==> config.mk <==
export PLATFORM = sky130hd
export DESIGN_NAME = multi_resource_unit_allocator_unit_flat
export DESIGN_NICKNAME = d
export VERILOG_FILES = /design/src/design/mrua_pkg.sv /design/src/design/mrua_if.sv /design/src/design/mrua_alu.sv /design/src/design/mrua_seq.sv /design/src/design/multi_resource_unit_allocator_unit.sv /design/src/flat_wrapper.sv
export SDC_FILE = /design/constraint.sdc
export NUM_CORES = 1
export LEC_CHECK = 0
export BUFFER_PORTS_ARGS = -buffer_cell sky130_fd_sc_hd__buf_2
export CAP_MARGIN = 20
export CORE_ASPECT_RATIO = 0.5
export CORE_UTILIZATION = 50
export DETAILED_ROUTE_END_ITERATION = 10
export PLACE_DENSITY = 0.71
export SKIP_CTS_REPAIR_TIMING = 1
export SLEW_MARGIN = 20
export SYNTH_ARGS = -nofsm -noshare
export SYNTH_HDL_FRONTEND = slang
export SYNTH_SLANG_ARGS = --single-unit
==> constraint.sdc <==
create_clock -name clk_i -period 12.1 [get_ports clk_i]
set_input_delay 1.21 -clock clk_i [delete_from_list [all_inputs] [get_ports clk_i]]
set_output_delay 1.21 -clock clk_i [all_outputs]
set_load 0.05 [all_outputs]
==> src/design/mrua_pkg.sv <==
// shared types and constants of the multi-resource unit allocator
package mrua_pkg;

  localparam int unsigned AmtW     = 8;
  localparam int unsigned TypW     = 3;
  localparam int unsigned CntW     = 3;
  localparam int unsigned TiuW     = 3;
  // wide enough for a pair count or type count of up to eight
  localparam int unsigned SmallW   = 4;
  localparam int unsigned CfgDataW = 8;

  localparam logic [TiuW-1:0] TiuReset = 3'd4;
  localparam int unsigned     CfgTiu   = 0;

  typedef enum logic [1:0] {
    ST_OK,
    ST_DENIED,
    ST_UNKNOWN,
    ST_UNDERFLOW
  } status_e;

  typedef enum logic {
    OP_ACQUIRE,
    OP_RELEASE
  } op_e;

  typedef enum logic {
    ALU_ADD,
    ALU_SUB
  } alu_op_e;

  typedef enum logic [2:0] {
    S_IDLE,
    S_ACCUM,
    S_CHECK,
    S_COMMIT,
    S_FILL,
    S_DONE
  } state_e;

  typedef struct packed {
    logic start;
    logic out_free;
  } seq_in_t;

  typedef struct packed {
    logic ready;
    logic accum;
    logic check;
    logic commit;
    logic fill;
    logic load_out;
  } seq_out_t;

endpackage

==> src/design/mrua_if.sv <==
// request and response channel interfaces of the allocator
interface mrua_req_if #(
  parameter int unsigned PAIRS_PER_REQUEST = 4
);
  logic                                valid;
  logic                                ready;
  logic                                operation;
  logic [2:0]                          pair_count;
  logic [PAIRS_PER_REQUEST-1:0][2:0]   pair_type;
  logic [PAIRS_PER_REQUEST-1:0][7:0]   amount;

  modport source (
    output valid, operation, pair_count, pair_type, amount,
    input  ready
  );
  modport sink (
    input  valid, operation, pair_count, pair_type, amount,
    output ready
  );
endinterface

interface mrua_rsp_if #(
  parameter int unsigned PAIRS_PER_REQUEST = 4
);
  logic                                valid;
  logic                                ready;
  logic [1:0]                          status;
  logic [PAIRS_PER_REQUEST-1:0][7:0]   free;

  modport source (
    output valid, status, free,
    input  ready
  );
  modport sink (
    input  valid, status, free,
    output ready
  );
endinterface

==> src/design/mrua_alu.sv <==
// shared add and subtract unit with borrow
module mrua_alu #(
  parameter int unsigned WIDTH = 10
) (
  input  mrua_pkg::alu_op_e  op_i,
  input  logic [WIDTH-1:0]   a_i,
  input  logic [WIDTH-1:0]   b_i,
  output logic [WIDTH-1:0]   res_o,
  output logic               borrow_o
);
  import mrua_pkg::*;

  logic [WIDTH:0] full;

  always_comb begin
    unique case (op_i)
      ALU_ADD: full = {1'b0, a_i} + {1'b0, b_i};
      ALU_SUB: full = {1'b0, a_i} - {1'b0, b_i};
      default: full = '0;
    endcase
  end

  assign res_o    = full[WIDTH-1:0];
  assign borrow_o = full[WIDTH];

endmodule

==> src/design/mrua_seq.sv <==
// sequencer stepping pairs and types through the shared unit
module mrua_seq #(
  parameter int unsigned PAIRS_PER_REQUEST = 4,
  parameter int unsigned NUM_TYPES         = 4,
  parameter int unsigned IDX_W             = 2
) (
  input  logic                clk_i,
  input  logic                rst_ni,
  input  mrua_pkg::seq_in_t   ctl_i,
  output mrua_pkg::seq_out_t  ctl_o,
  output mrua_pkg::state_e    state_o,
  output logic [IDX_W-1:0]    idx_o
);
  import mrua_pkg::*;

  state_e           state_q, state_d;
  logic [IDX_W-1:0] idx_q, idx_d;
  logic             last_pair, last_type;

  assign last_pair = (idx_q == IDX_W'(PAIRS_PER_REQUEST - 1));
  assign last_type = (idx_q == IDX_W'(NUM_TYPES - 1));

  always_comb begin
    state_d = state_q;
    idx_d   = idx_q;
    unique case (state_q)
      S_IDLE: begin
        if (ctl_i.start) begin
          state_d = S_ACCUM;
          idx_d   = '0;
        end
      end
      S_ACCUM: begin
        if (last_pair) begin
          state_d = S_CHECK;
          idx_d   = '0;
        end else begin
          idx_d = IDX_W'(idx_q + 1'b1);
        end
      end
      S_CHECK: begin
        if (last_type) begin
          state_d = S_COMMIT;
          idx_d   = '0;
        end else begin
          idx_d = IDX_W'(idx_q + 1'b1);
        end
      end
      S_COMMIT: begin
        if (last_type) begin
          state_d = S_FILL;
          idx_d   = '0;
        end else begin
          idx_d = IDX_W'(idx_q + 1'b1);
        end
      end
      S_FILL: begin
        if (last_pair) begin
          state_d = S_DONE;
          idx_d   = '0;
        end else begin
          idx_d = IDX_W'(idx_q + 1'b1);
        end
      end
      S_DONE: begin
        if (ctl_i.out_free) begin
          state_d = S_IDLE;
        end
      end
      default: begin
        state_d = S_IDLE;
        idx_d   = '0;
      end
    endcase
  end

  always_comb begin
    ctl_o          = '0;
    ctl_o.ready    = (state_q == S_IDLE);
    ctl_o.accum    = (state_q == S_ACCUM);
    ctl_o.check    = (state_q == S_CHECK);
    ctl_o.commit   = (state_q == S_COMMIT);
    ctl_o.fill     = (state_q == S_FILL);
    ctl_o.load_out = (state_q == S_DONE) && ctl_i.out_free;
  end

  always_ff @(posedge clk_i or negedge rst_ni) begin
    if (!rst_ni) begin
      state_q <= S_IDLE;
      idx_q   <= '0;
    end else begin
      state_q <= state_d;
      idx_q   <= idx_d;
    end
  end

  assign state_o = state_q;
  assign idx_o   = idx_q;

endmodule

==> src/design/multi_resource_unit_allocator_unit.sv <==
// multi-resource unit allocator: all-or-nothing acquire and release of unit counts
// requests are taken one at a time, only while idle, in steps set by the single shared
// adder walking pairs, then types twice, then pairs again
// a waiting response holds the next request in its last step until it is taken
// reset: held counts and capacities cleared, types_in_use 4, no clearing pass
module multi_resource_unit_allocator_unit #(
  parameter int unsigned NUM_TYPES         = 4,
  parameter int unsigned PAIRS_PER_REQUEST = 4
) (
  input  logic                                   clk_i,
  input  logic                                   rst_ni,
  input  logic                                   cfg_we_i,
  input  logic [$clog2(NUM_TYPES + 1)-1:0]       cfg_idx_i,
  input  logic [mrua_pkg::CfgDataW-1:0]          cfg_data_i,
  mrua_req_if.sink                               req_i,
  mrua_rsp_if.source                             rsp_o
);
  import mrua_pkg::*;

  localparam int unsigned CfgIW = $clog2(NUM_TYPES + 1);
  localparam int unsigned SumW  = AmtW + $clog2(PAIRS_PER_REQUEST);
  localparam int unsigned MaxPT = (PAIRS_PER_REQUEST > NUM_TYPES) ? PAIRS_PER_REQUEST
                                                                  : NUM_TYPES;
  localparam int unsigned IdxW  = (MaxPT > 1) ? $clog2(MaxPT) : 1;
  localparam int unsigned PIW   = (PAIRS_PER_REQUEST > 1) ? $clog2(PAIRS_PER_REQUEST) : 1;
  localparam int unsigned TIW   = (NUM_TYPES > 1) ? $clog2(NUM_TYPES) : 1;

  seq_in_t   seq_i;
  seq_out_t  seq_o;
  state_e    state;
  logic [IdxW-1:0] idx;

  op_e                                      op_q;
  logic [SmallW-1:0]                        cnt_q;
  logic [PAIRS_PER_REQUEST-1:0][TypW-1:0]   typ_q;
  logic [PAIRS_PER_REQUEST-1:0][AmtW-1:0]   amt_q;
  logic [NUM_TYPES-1:0][SumW-1:0]           sum_q;
  status_e                                  stw_q;
  logic [PAIRS_PER_REQUEST-1:0][AmtW-1:0]   frs_q;

  logic [NUM_TYPES-1:0][AmtW-1:0]           held_q;
  logic [NUM_TYPES-1:0][AmtW-1:0]           cap_q;
  logic [TiuW-1:0]                          tiu_q;

  status_e                                  status_q;
  logic [PAIRS_PER_REQUEST-1:0][AmtW-1:0]   free_q;
  logic                                     out_valid_q;

  logic [SmallW-1:0] ntypes, cnt_in;
  logic [PIW-1:0]    pix;
  logic [TIW-1:0]    tix;
  logic [TypW-1:0]   cur_typ;
  logic              pair_on, pair_known, accept;
  logic [AmtW-1:0]   held_r, cap_r, free_r;
  logic [SumW-1:0]   sum_r;
  alu_op_e           alu_op;
  logic [SumW-1:0]   alu_a, alu_b, alu_res;
  logic              alu_borrow;

  // sequencer
  assign accept         = req_i.valid && seq_o.ready;
  assign seq_i.start    = accept;
  assign seq_i.out_free = !out_valid_q || rsp_o.ready;

  mrua_seq #(
    .PAIRS_PER_REQUEST (PAIRS_PER_REQUEST),
    .NUM_TYPES         (NUM_TYPES),
    .IDX_W             (IdxW)
  ) u_seq (
    .clk_i   (clk_i),
    .rst_ni  (rst_ni),
    .ctl_i   (seq_i),
    .ctl_o   (seq_o),
    .state_o (state),
    .idx_o   (idx)
  );

  // operand selection
  assign ntypes = ({1'b0, tiu_q} > SmallW'(NUM_TYPES)) ? SmallW'(NUM_TYPES)
                                                       : {1'b0, tiu_q};
  assign cnt_in = ({1'b0, req_i.pair_count} > SmallW'(PAIRS_PER_REQUEST))
                  ? SmallW'(PAIRS_PER_REQUEST) : {1'b0, req_i.pair_count};

  assign pix        = PIW'(idx);
  assign cur_typ    = typ_q[pix];
  assign pair_on    = (SmallW'(idx) < cnt_q);
  assign pair_known = ({1'b0, cur_typ} < ntypes);
  assign tix        = (seq_o.accum || seq_o.fill) ? TIW'(cur_typ) : TIW'(idx);

  assign held_r = held_q[tix];
  assign cap_r  = cap_q[tix];
  assign sum_r  = sum_q[tix];
  assign free_r = (cap_r > held_r) ? AmtW'(cap_r - held_r) : '0;

  always_comb begin
    alu_op = ALU_ADD;
    alu_a  = sum_r;
    alu_b  = SumW'(amt_q[pix]);
    if (seq_o.check) begin
      alu_op = ALU_SUB;
      alu_a  = (op_q == OP_RELEASE) ? SumW'(held_r) : SumW'(free_r);
      alu_b  = sum_r;
    end else if (seq_o.commit) begin
      alu_op = (op_q == OP_RELEASE) ? ALU_SUB : ALU_ADD;
      alu_a  = SumW'(held_r);
      alu_b  = sum_r;
    end
  end

  mrua_alu #(
    .WIDTH (SumW)
  ) u_alu (
    .op_i     (alu_op),
    .a_i      (alu_a),
    .b_i      (alu_b),
    .res_o    (alu_res),
    .borrow_o (alu_borrow)
  );

  // configuration registers
  always_ff @(posedge clk_i or negedge rst_ni) begin
    if (!rst_ni) begin
      tiu_q <= TiuReset;
      cap_q <= '0;
    end else if (cfg_we_i) begin
      if (cfg_idx_i == CfgIW'(CfgTiu)) begin
        tiu_q <= cfg_data_i[TiuW-1:0];
      end
      for (int i = 0; i < NUM_TYPES; i++) begin
        if (cfg_idx_i == CfgIW'(i + 1)) begin
          cap_q[i] <= cfg_data_i;
        end
      end
    end
  end

  // held counts
  always_ff @(posedge clk_i or negedge rst_ni) begin
    if (!rst_ni) begin
      held_q <= '0;
    end else if (seq_o.commit && stw_q == ST_OK) begin
      held_q[tix] <= alu_res[AmtW-1:0];
    end
  end

  // request working registers
  always_ff @(posedge clk_i) begin
    if (accept) begin
      op_q  <= op_e'(req_i.operation);
      cnt_q <= cnt_in;
      typ_q <= req_i.pair_type;
      amt_q <= req_i.amount;
      sum_q <= '0;
      stw_q <= ST_OK;
    end
    if (seq_o.accum && pair_on) begin
      if (pair_known) begin
        sum_q[tix] <= alu_res;
      end else begin
        stw_q <= ST_UNKNOWN;
      end
    end
    if (seq_o.check && stw_q == ST_OK && alu_borrow) begin
      stw_q <= (op_q == OP_RELEASE) ? ST_UNDERFLOW : ST_DENIED;
    end
    if (seq_o.fill) begin
      frs_q[pix] <= (pair_on && pair_known) ? free_r : '0;
    end
  end

  // response register
  always_ff @(posedge clk_i or negedge rst_ni) begin
    if (!rst_ni) begin
      out_valid_q <= 1'b0;
    end else if (seq_o.load_out) begin
      out_valid_q <= 1'b1;
    end else if (rsp_o.ready) begin
      out_valid_q <= 1'b0;
    end
  end

  always_ff @(posedge clk_i) begin
    if (seq_o.load_out) begin
      status_q <= stw_q;
      free_q   <= frs_q;
    end
  end

  assign req_i.ready  = seq_o.ready;
  assign rsp_o.valid  = out_valid_q;
  assign rsp_o.status = status_q;
  assign rsp_o.free   = free_q;

  a_busy_after_request: assert property (@(posedge clk_i) disable iff (!rst_ni)
    req_i.valid && req_i.ready |=> !req_i.ready)
    else $error("request taken while a request is in progress");

  a_held_only_in_commit: assert property (@(posedge clk_i) disable iff (!rst_ni)
    state != S_COMMIT |=> $stable(held_q))
    else $error("held counts changed outside commit");

  a_no_commit_on_fail: assert property (@(posedge clk_i) disable iff (!rst_ni)
    state == S_COMMIT && stw_q != ST_OK |=> $stable(held_q))
    else $error("held counts changed on a failed request");

endmodule

==> src/flat_wrapper.sv <==
// flat-port wrapper written by rule: the top's interface ports become plain ports
module multi_resource_unit_allocator_unit_flat import mrua_pkg::*;
#(
  parameter int unsigned NUM_TYPES         = 4,
  parameter int unsigned PAIRS_PER_REQUEST = 4
)
  (clk_i, rst_ni, cfg_we_i, cfg_idx_i, cfg_data_i, req_i_valid, req_i_operation, req_i_pair_count, req_i_pair_type, req_i_amount, req_i_ready, rsp_o_valid, rsp_o_status, rsp_o_free, rsp_o_ready);
  mrua_req_if #(.PAIRS_PER_REQUEST(PAIRS_PER_REQUEST)) req_i_i ();
  mrua_rsp_if #(.PAIRS_PER_REQUEST(PAIRS_PER_REQUEST)) rsp_o_i ();
  input  logic clk_i;
  input  logic rst_ni;
  input  logic cfg_we_i;
  input  logic [$clog2(NUM_TYPES + 1)-1:0] cfg_idx_i;
  input  logic [mrua_pkg::CfgDataW-1:0] cfg_data_i;
  input wire logic [$bits(req_i_i.valid)-1:0] req_i_valid;
  input wire logic [$bits(req_i_i.operation)-1:0] req_i_operation;
  input wire logic [$bits(req_i_i.pair_count)-1:0] req_i_pair_count;
  input wire logic [$bits(req_i_i.pair_type)-1:0] req_i_pair_type;
  input wire logic [$bits(req_i_i.amount)-1:0] req_i_amount;
  output wire logic [$bits(req_i_i.ready)-1:0] req_i_ready;
  output wire logic [$bits(rsp_o_i.valid)-1:0] rsp_o_valid;
  output wire logic [$bits(rsp_o_i.status)-1:0] rsp_o_status;
  output wire logic [$bits(rsp_o_i.free)-1:0] rsp_o_free;
  input wire logic [$bits(rsp_o_i.ready)-1:0] rsp_o_ready;
  assign req_i_i.valid = req_i_valid;
  assign req_i_i.operation = req_i_operation;
  assign req_i_i.pair_count = req_i_pair_count;
  assign req_i_i.pair_type = req_i_pair_type;
  assign req_i_i.amount = req_i_amount;
  assign req_i_ready = req_i_i.ready;
  assign rsp_o_valid = rsp_o_i.valid;
  assign rsp_o_status = rsp_o_i.status;
  assign rsp_o_free = rsp_o_i.free;
  assign rsp_o_i.ready = rsp_o_ready;
  multi_resource_unit_allocator_unit #(.NUM_TYPES(NUM_TYPES), .PAIRS_PER_REQUEST(PAIRS_PER_REQUEST)) u_core (.clk_i(clk_i), .rst_ni(rst_ni), .cfg_we_i(cfg_we_i), .cfg_idx_i(cfg_idx_i), .cfg_data_i(cfg_data_i), .req_i(req_i_i), .rsp_o(rsp_o_i));
endmodule
; ---- Yosys cells after proc, flatten, opt, wreduce, memory -nomap -nowiden
; Cells that the tools add are included.
[word_totals]
regBits = 230
latchBits = 0
ram_bits = 0
rom_bits = 0
in_bits = 64
output_inout_bits = 36
wordCells = 144
mem_count = 0
[classes]
addsub = 4
n_mul = 0
div = 0
magnitude_cmp = 9
eq_ne = 16
shift = 0
muxes = 52
bitwise = 2
n_reduce_logical = 24
[ops]
columns = op, count
row1 = $mux W40, 3
row2 = $bwmux W32, 2
row3 = $mux W8, 8
row4 = $mux W10, 6
row5 = $bmux W8 S2, 3
row6 = $bwmux W40, 1
row7 = $demux W8 S2, 2
row8 = $mux W3, 8
row9 = $pmux W11 S2, 1
row10 = $bmux W10 S2, 1
row11 = $demux W10 S2, 1
row12 = $pmux W3 S6, 1
row13 = $mux W2, 8
row14 = $eq A3 B2 Y1 const B, 4
row15 = $reduce_and A2 Y1, 6
row16 = $add A10 B10 Y11, 1
row17 = $sub A10 B10 Y11, 1
row18 = $ne A2 B2 Y1 const B, 5
row19 = $eq A3 B3 Y1 const B, 3
row20 = $logic_and A1 B1 Y1, 9
row21 = $gt A8 B8 Y1, 1
row22 = $sub A8 B8 Y8, 1
row23 = $bmux W3 S2, 1
row24 = $eq A3 B1 Y1 const B, 2
row25 = 18 further kinds, 28

; ---- Longest topological paths before layout
[logic_depth]
depth_word = 14
ltp_mapped = 32
mapped_depth_nobuf = 27

; ---- Modules after synthesis
; From an unflattened synthesis, not the netlist that was laid out.
[hier_totals]
cells_unflattened = 947
area_unflattened_um2 = 10766.6
[modules_own_cells]
columns = module, instances, cells_each, area_per_inst_um2, seq_area_each_um2
row1 = multi_resource_unit_allocator_unit, 1, 818, 9724.3, 5967.0
row2 = mrua_alu, 1, 88, 661.9, 0.0
row3 = mrua_seq, 1, 41, 380.4, 125.1

; ---- Least setup slack after synthesis
; No wires, ideal clock.
[synth_timing]
kind = register to register
start = reg u_core.u_seq.idx_q[1], in the netlist u_core.u_seq.idx_o[1]
end = reg u_core.held_q[15] in the netlist's numbering
setup_time_ps = 141
arrival_time_ps = 5692
required_time_ps = 11959
slack_ps = 6266
path_stages_with_launch = 30
n_path_buf = 5
period_less_slack_ps = 5834
cell_sequence = dfrtp_1 -> clkbuf_1 -> buf_2 -> inv_1 -> o21ai_1 -> buf_2 -> clkbuf_1 -> clkbuf_1 -> nand3_1 -> o21ai_0 -> ha_1 -> inv_1 -> fa_1 -> a21o_1 -> a21oi_1 -> o21ai_0 -> o211ai_1 -> a21oi_1 -> nand2_1 -> o221ai_1 -> o21a_1 -> ha_1 -> nor2b_1 -> o21ai_0 -> a21boi_0 -> o21ai_0 -> a21oi_1 -> nor2_1 -> xor2_1 -> o21ai_0
[synth_via]
elab_chain_len = 12
elab_cells_between_ends = 28
cone_classes = add/sub: 3 / order compare: 3 / mux: 21 / reduce/logical: 1
[synth_rtl]
columns = element, line
row1 = from (decl), mrua_seq.sv:17  ; logic [IDX_W-1:0] idx_q, idx_d;
row2 = from (signal assigned), mrua_seq.sv:93  ; idx_q <= idx_d;
row3 = $bmux W3 S2, multi_resource_unit_allocator_unit.sv:85  ; assign cur_typ = typ_q[pix];
row4 = $mux W3 (not written as such), multi_resource_unit_allocator_unit.sv:85
row5 = $mux W2, multi_resource_unit_allocator_unit.sv:88  ; assign tix = (seq_o.accum || seq_o.fill) ? TIW'(cur_typ) : TIW'(idx);
row6 = $bmux W8 S2 (on tied branches), "multi_resource_unit_allocator_unit.sv:91, multi_resource_unit_allocator_unit.sv:90"
row7 = $mux W8 (on tied branches), "multi_resource_unit_allocator_unit.sv:91, multi_resource_unit_allocator_unit.sv:90"
row8 = $sub A8 B8 Y8 or $gt A8 B8 Y1 (tied branches), multi_resource_unit_allocator_unit.sv:93  ; assign free_r = (cap_r > held_r) ? AmtW'(cap_r - held_r) : '0;
row9 = $mux W8, multi_resource_unit_allocator_unit.sv:93
row10 = $mux W8, multi_resource_unit_allocator_unit.sv:101  ; alu_a = (op_q == OP_RELEASE) ? SumW'(held_r) : SumW'(free_r);
row11 = $mux W10, multi_resource_unit_allocator_unit.sv:99  ; if (seq_o.check) begin
row12 = $sub A10 B10 Y11 or $add A10 B10 Y11 (tied branches), "mrua_alu.sv:18, mrua_alu.sv:17"
row13 = $pmux W11 S2, mrua_alu.sv:16  ; unique case (op_i)
row14 = $bwmux W32 *, multi_resource_unit_allocator_unit.sv:142  ; held_q[tix] <= alu_res[AmtW-1:0];
row15 = "to (signal, indexed assignment)", multi_resource_unit_allocator_unit.sv:142
row16 = to (decl), multi_resource_unit_allocator_unit.sv:41  ; logic [NUM_TYPES-1:0][AmtW-1:0] held_q;
; Every way passes the cells marked *; elsewhere a longest branch is shown, timed or not. The select of a mux whose other input is x is not followed.
; A chain may end at the register's enable or synchronous reset.

; ---- Worst setup path after layout
[layout_timing]
start = reg u_core.u_seq.idx_q[0], in the netlist u_core.u_seq.idx_o[0]
end = reg u_core.held_q[15] in the netlist's numbering
; The elaborated chain is that of the path after synthesis.

==> results.md <==
- Layout Cell Area excl Fill: about 0.012 sq mm
- Clock tree root driver cell: sky130_fd_sc_hd__clkbuf_16
- Startpoint of the lowest-slack hold path: u_core.frs_q[11]$_DFFE_PP_
- Number of antenna violations at the first check in global routing: 1
- Setup violators final: 0
- Overall die area: 0.0220 sq mm
- Routability Congestion: between 0.9 and 1
- Number of nets with antenna violations after detailed routing: 0
- CTS tree: built
- Buffers on Ports: slightly below 100
- Routed wirelength normalized by instance count: about 20 microns
- Fraction of final layout cells with drive strength greater than 1: between 20 and 25%
- Overall via count from detail_route: 7,442
- Max Clock Freq: 143 MHz
- FFs w/ async S/R, synth: a little under a third
- Critical path cell sequence: mux4_2 -> nand3_2 -> and2_1 -> mux2i_1 -> ha_1 -> inv_1 -> fa_1 -> a21o_1 -> a21oi_1 -> o21ai_0 -> o211ai_1 -> a21oi_1 -> nand2_1 -> o221ai_1 -> o21a_1 -> ha_1 -> nor2b_1 -> o21ai_0 -> a21boi_0 -> o21ai_0 -> a21oi_1 -> nor2_1 -> xor2_1 -> o21ai_0
- Sequential fraction of the synthesis area: a little under three fifths
- Largest net degree at the start of global routing: 74
- Leading cell types by count after synthesis: sky130_fd_sc_hd__nand2_1 (141), sky130_fd_sc_hd__edfxtp_1 (114), sky130_fd_sc_hd__dfrtp_1 (72), sky130_fd_sc_hd__mux2i_1 (60), sky130_fd_sc_hd__nor2_1 (56)
- Final hold violation count: 0
- R2R cell count: 24
- Horizontal die dimension: 209 microns
- Critical path's top delay family: compound AO/OA/AOI/OAI gates
- Reg2reg start: u_core.u_seq.idx_o[0]$_DFFE_PN0P_
- Number of nets in the layout: approximately 1.1k
- Half-perimeter wire length after detailed placement: ~18,000 microns
- Slew Limit Headroom: 22.7%
- Worst-path fanout max: 26
- Delay of the slowest critical-path stage: ~0.91 ns
- Cell row count: 37
- RSZ-0062 raised after global routing: false
- Via count of the first global-routing pass: between 7k and 8k
- Flip-flop and latch count after synthesis: 229
- Cell count after synthesis: roughly 910
- Max capacitance violation total: 0
- Clock Skews: between 0.009 and 0.01 ns
- Clock sinks: between 200 and 250
- Sort of element at the end of the critical path: flip-flop
- CTS clk-pin slew, worst paths: ~0.07 ns
- Area growth, synth to finish: 13.3%
- Register-to-register setup slack: ~5 ns
- Final-report max-slew violation count: 0
- DRC violations left: 0
- Deepest clock path buffer count: 3
- Worst Hold Depth: 0
- Nets in the synthesized netlist: roughly 1.0k
- End of the worst hold path: u_core.rsp_o.free[11]$_DFFE_PP_
- Cell Area, Synth: approximately 0.011 sq mm
- Minimum clock period: 6.99 ns
- Share of the clock period used by the worst path: about 58%
- Req. time, crit path: between 10 and 15 ns
- Placed cell area: around 0.011 sq mm
- Routed wire length: ~25,000 microns
- Main area contributors after synthesis: sky130_fd_sc_hd__edfxtp_1 (32%), sky130_fd_sc_hd__dfrtp_1 (17%), sky130_fd_sc_hd__dfxtp_1 (7.9%)
- Slew of the pin with the lowest slew margin: between 1 and 1.5 ns
- Most numerous cell in the Yosys netlist: sky130_fd_sc_hd__nand2_1
- Endpoint of the worst-slack reg-to-reg timing path: u_core.held_q[15]$_DFFE_PN0P_
- Average footprint of a synthesized cell: between 10 and 15 sq um
- Violation count after the first detailed-routing iteration: between 600 and 700
- Number of cells on the critical path: 24
- Data arrival at the endpoint of the critical path: between 7 and 8 ns
- Sum Neg Setup Slack: 0 ns
- Warning count from the yosys run: 0
- Number of enable-type register cells in the synthesized netlist: 114
- Run status: complete, no violations
- Largest area contributor in the synthesized netlist: sky130_fd_sc_hd__edfxtp_1
- Height of the die: about 110 microns
- Total placed cells including tap cells: between 1k and 1.5k
- Fraction of synthesized cell area taken by the top area cell type: around 32%
- CTS HTree Levels: 1
- Antenna fix cells: 0
- Initial core utilization: a little over 50%
- Latest clock arrival within the worst-skew pair: between 0.5 and 0.6 ns
- Via density: 5.80
- TritonCTS Buffers: 21
- Most Frequent Cell on Critical Path: sky130_fd_sc_hd__o21ai_0
- Overflow after GRT: 0
- Worst hold path class: flip-flop to flip-flop
- Critical path's slowest cell: sky130_fd_sc_hd__and2_1
- Number of distinct library cells after synthesis: between 70 and 80
- Leading register cell type out of synthesis: sky130_fd_sc_hd__edfxtp_1
- Global-route wire length before repair: roughly 40,000 microns
- Number of placed I/O pins: 100
- Number of non-filler instances in the completed layout: around 1.3k
- Placeable core region: between 0.02 and 0.025 sq mm
- Crit path buf inv count: 1
- Crit path launch type: flip-flop
- Length of the first detailed-routing pass in iterations: 5
- Global-route usage over all layers: a little under a quarter
- Critical path class: flip-flop to flip-flop
-- placed cells by master, fill, tap and decap left out, types with 3 or more instances in the layout --
cell,instances
sky130_fd_sc_hd__mux2_1,3
sky130_fd_sc_hd__a21o_1,5
sky130_fd_sc_hd__a211oi_1,8
sky130_fd_sc_hd__buf_4,10
sky130_fd_sc_hd__mux2i_1,60
sky130_fd_sc_hd__mux2_2,41
sky130_fd_sc_hd__clkinv_2,3
sky130_fd_sc_hd__xnor2_1,12
sky130_fd_sc_hd__xor2_1,10
sky130_fd_sc_hd__dfrtp_1,72
sky130_fd_sc_hd__nor3_1,4
sky130_fd_sc_hd__nand3_1,24
sky130_fd_sc_hd__ha_1,27
sky130_fd_sc_hd__buf_2,99
sky130_fd_sc_hd__a32oi_1,3
sky130_fd_sc_hd__and3_1,17
sky130_fd_sc_hd__a31oi_1,10
sky130_fd_sc_hd__or3_1,4
sky130_fd_sc_hd__nor2_1,55
sky130_fd_sc_hd__o21ai_0,51
sky130_fd_sc_hd__nand2_1,141
sky130_fd_sc_hd__o211ai_1,3
sky130_fd_sc_hd__o22ai_1,4
sky130_fd_sc_hd__edfxtp_1,114
sky130_fd_sc_hd__mux4_2,12
sky130_fd_sc_hd__clkbuf_16,22
sky130_fd_sc_hd__nand4_1,4
sky130_fd_sc_hd__a21oi_1,17
sky130_fd_sc_hd__dfxtp_1,42
sky130_fd_sc_hd__inv_1,18
sky130_fd_sc_hd__clkbuf_1,5
sky130_fd_sc_hd__o21ai_1,23
sky130_fd_sc_hd__nor2b_1,9
sky130_fd_sc_hd__a22oi_1,3
sky130_fd_sc_hd__clkbuf_8,3
sky130_fd_sc_hd__nand2b_1,5
-- through the flow --
stage	setup slack, ns	util (%)	hold slack, ns
final	5.11	58.3	0.416
after global routing	4.41	58.3	0.422
after CTS	5.17	58.2	0.419
after detailed placement	5.21	54.9	0.405
after global placement	5.31	54.9	0.402
after floorplan	6.27	-	0.400
-- worst reg2reg max path, cell delays in order, from the launching register on --
cell	delay (ns)
sky130_fd_sc_hd__dfrtp_1	0.37
sky130_fd_sc_hd__mux4_2	0.69
sky130_fd_sc_hd__nand3_2	0.37
sky130_fd_sc_hd__and2_1	0.92
sky130_fd_sc_hd__mux2i_1	0.45
sky130_fd_sc_hd__ha_1	0.23
sky130_fd_sc_hd__inv_1	0.06
sky130_fd_sc_hd__fa_1	0.40
sky130_fd_sc_hd__a21o_1	0.19
sky130_fd_sc_hd__a21oi_1	0.26
sky130_fd_sc_hd__o21ai_0	0.12
sky130_fd_sc_hd__o211ai_1	0.13
sky130_fd_sc_hd__a21oi_1	0.22
sky130_fd_sc_hd__nand2_1	0.18
sky130_fd_sc_hd__o221ai_1	0.16
sky130_fd_sc_hd__o21a_1	0.14
sky130_fd_sc_hd__ha_1	0.28
sky130_fd_sc_hd__nor2b_1	0.12
sky130_fd_sc_hd__o21ai_0	0.22
sky130_fd_sc_hd__a21boi_0	0.12
sky130_fd_sc_hd__o21ai_0	0.26
sky130_fd_sc_hd__a21oi_1	0.14
sky130_fd_sc_hd__nor2_1	0.17
sky130_fd_sc_hd__xor2_1	0.45
sky130_fd_sc_hd__o21ai_0	0.18
-- worst max path at each step --
stage | slack (ns) | startpoint | end
2_1_floorplan | 6.27 | u_core.u_seq.idx_o[1]$_DFFE_PN0P_ | u_core.held_q[15]$_DFFE_PN0P_
3_3_place_gp | 5.31 | u_core.u_seq.idx_o[0]$_DFFE_PN0P_ | u_core.held_q[31]$_DFFE_PN0P_
3_5_place_dp | 5.21 | u_core.u_seq.idx_o[0]$_DFFE_PN0P_ | u_core.held_q[15]$_DFFE_PN0P_
4_1_cts | 5.17 | u_core.u_seq.idx_o[0]$_DFFE_PN0P_ | u_core.held_q[15]$_DFFE_PN0P_
5_1_grt | 4.41 | u_core.u_seq.idx_o[0]$_DFFE_PN0P_ | u_core.held_q[23]$_DFFE_PN0P_
6_report | 5.11 | u_core.u_seq.idx_o[0]$_DFFE_PN0P_ | u_core.held_q[15]$_DFFE_PN0P_
-- area by class of cell --
class	instances	area (sq um)
clock buffer	31	616
clock inverter	7	72.6
fill	1730	8640
inverter	20	75.1
multi-input combinational	613	4320
sequential	229	6090
tap	273	342
timing repair buffer	110	586
-- logic make-up (layout without fill, tap and decap cells) --
group / count (synthesis) / after routing / synth area share, %
and+or+nand+nor: 283 / 283 / 12.1
DFF: 229 / 229 / 57.0
AOI/OAI and AO/OA: 163 / 163 / 10.1
muxes: 116 / 116 / 12.8
buffers and inverters: 65 / 168 / 2.67
adders and majority gates: 29 / 29 / 3.54
xor gates and xnor gates: 22 / 22 / 1.80
-- flip-flops by register name, summed over array words and instances, names as in the netlist, 3 cells and up --
register	cells
u_core.held_q	32
u_core.amt_q	32
u_core.cap_q	32
u_core.cnt_q	3
u_core.tiu_q	3
u_core.sum_q	40
u_core.frs_q	32
u_core.typ_q	12
u_core.rsp_o.free	32
u_core.u_seq.state_o	3
-- per-layer routing --
layer | share of wire (%) | GRT usage, % | vias to the layer above | routed length (microns)
met5 | 0.051 | 0 | - | 13
met4 | 1.7 | 4.46 | 2 | 441
met3 | 6.6 | 4.68 | 39 | 1660
met2 | 44 | 35.1 | 264 | 11000
met1 | 48 | 35.5 | 3662 | 12200
li1 | - | - | 3475 | -
Power is not shown: default switching activity piles up to over one toggle a cycle in this logic, so the estimate is an artifact.
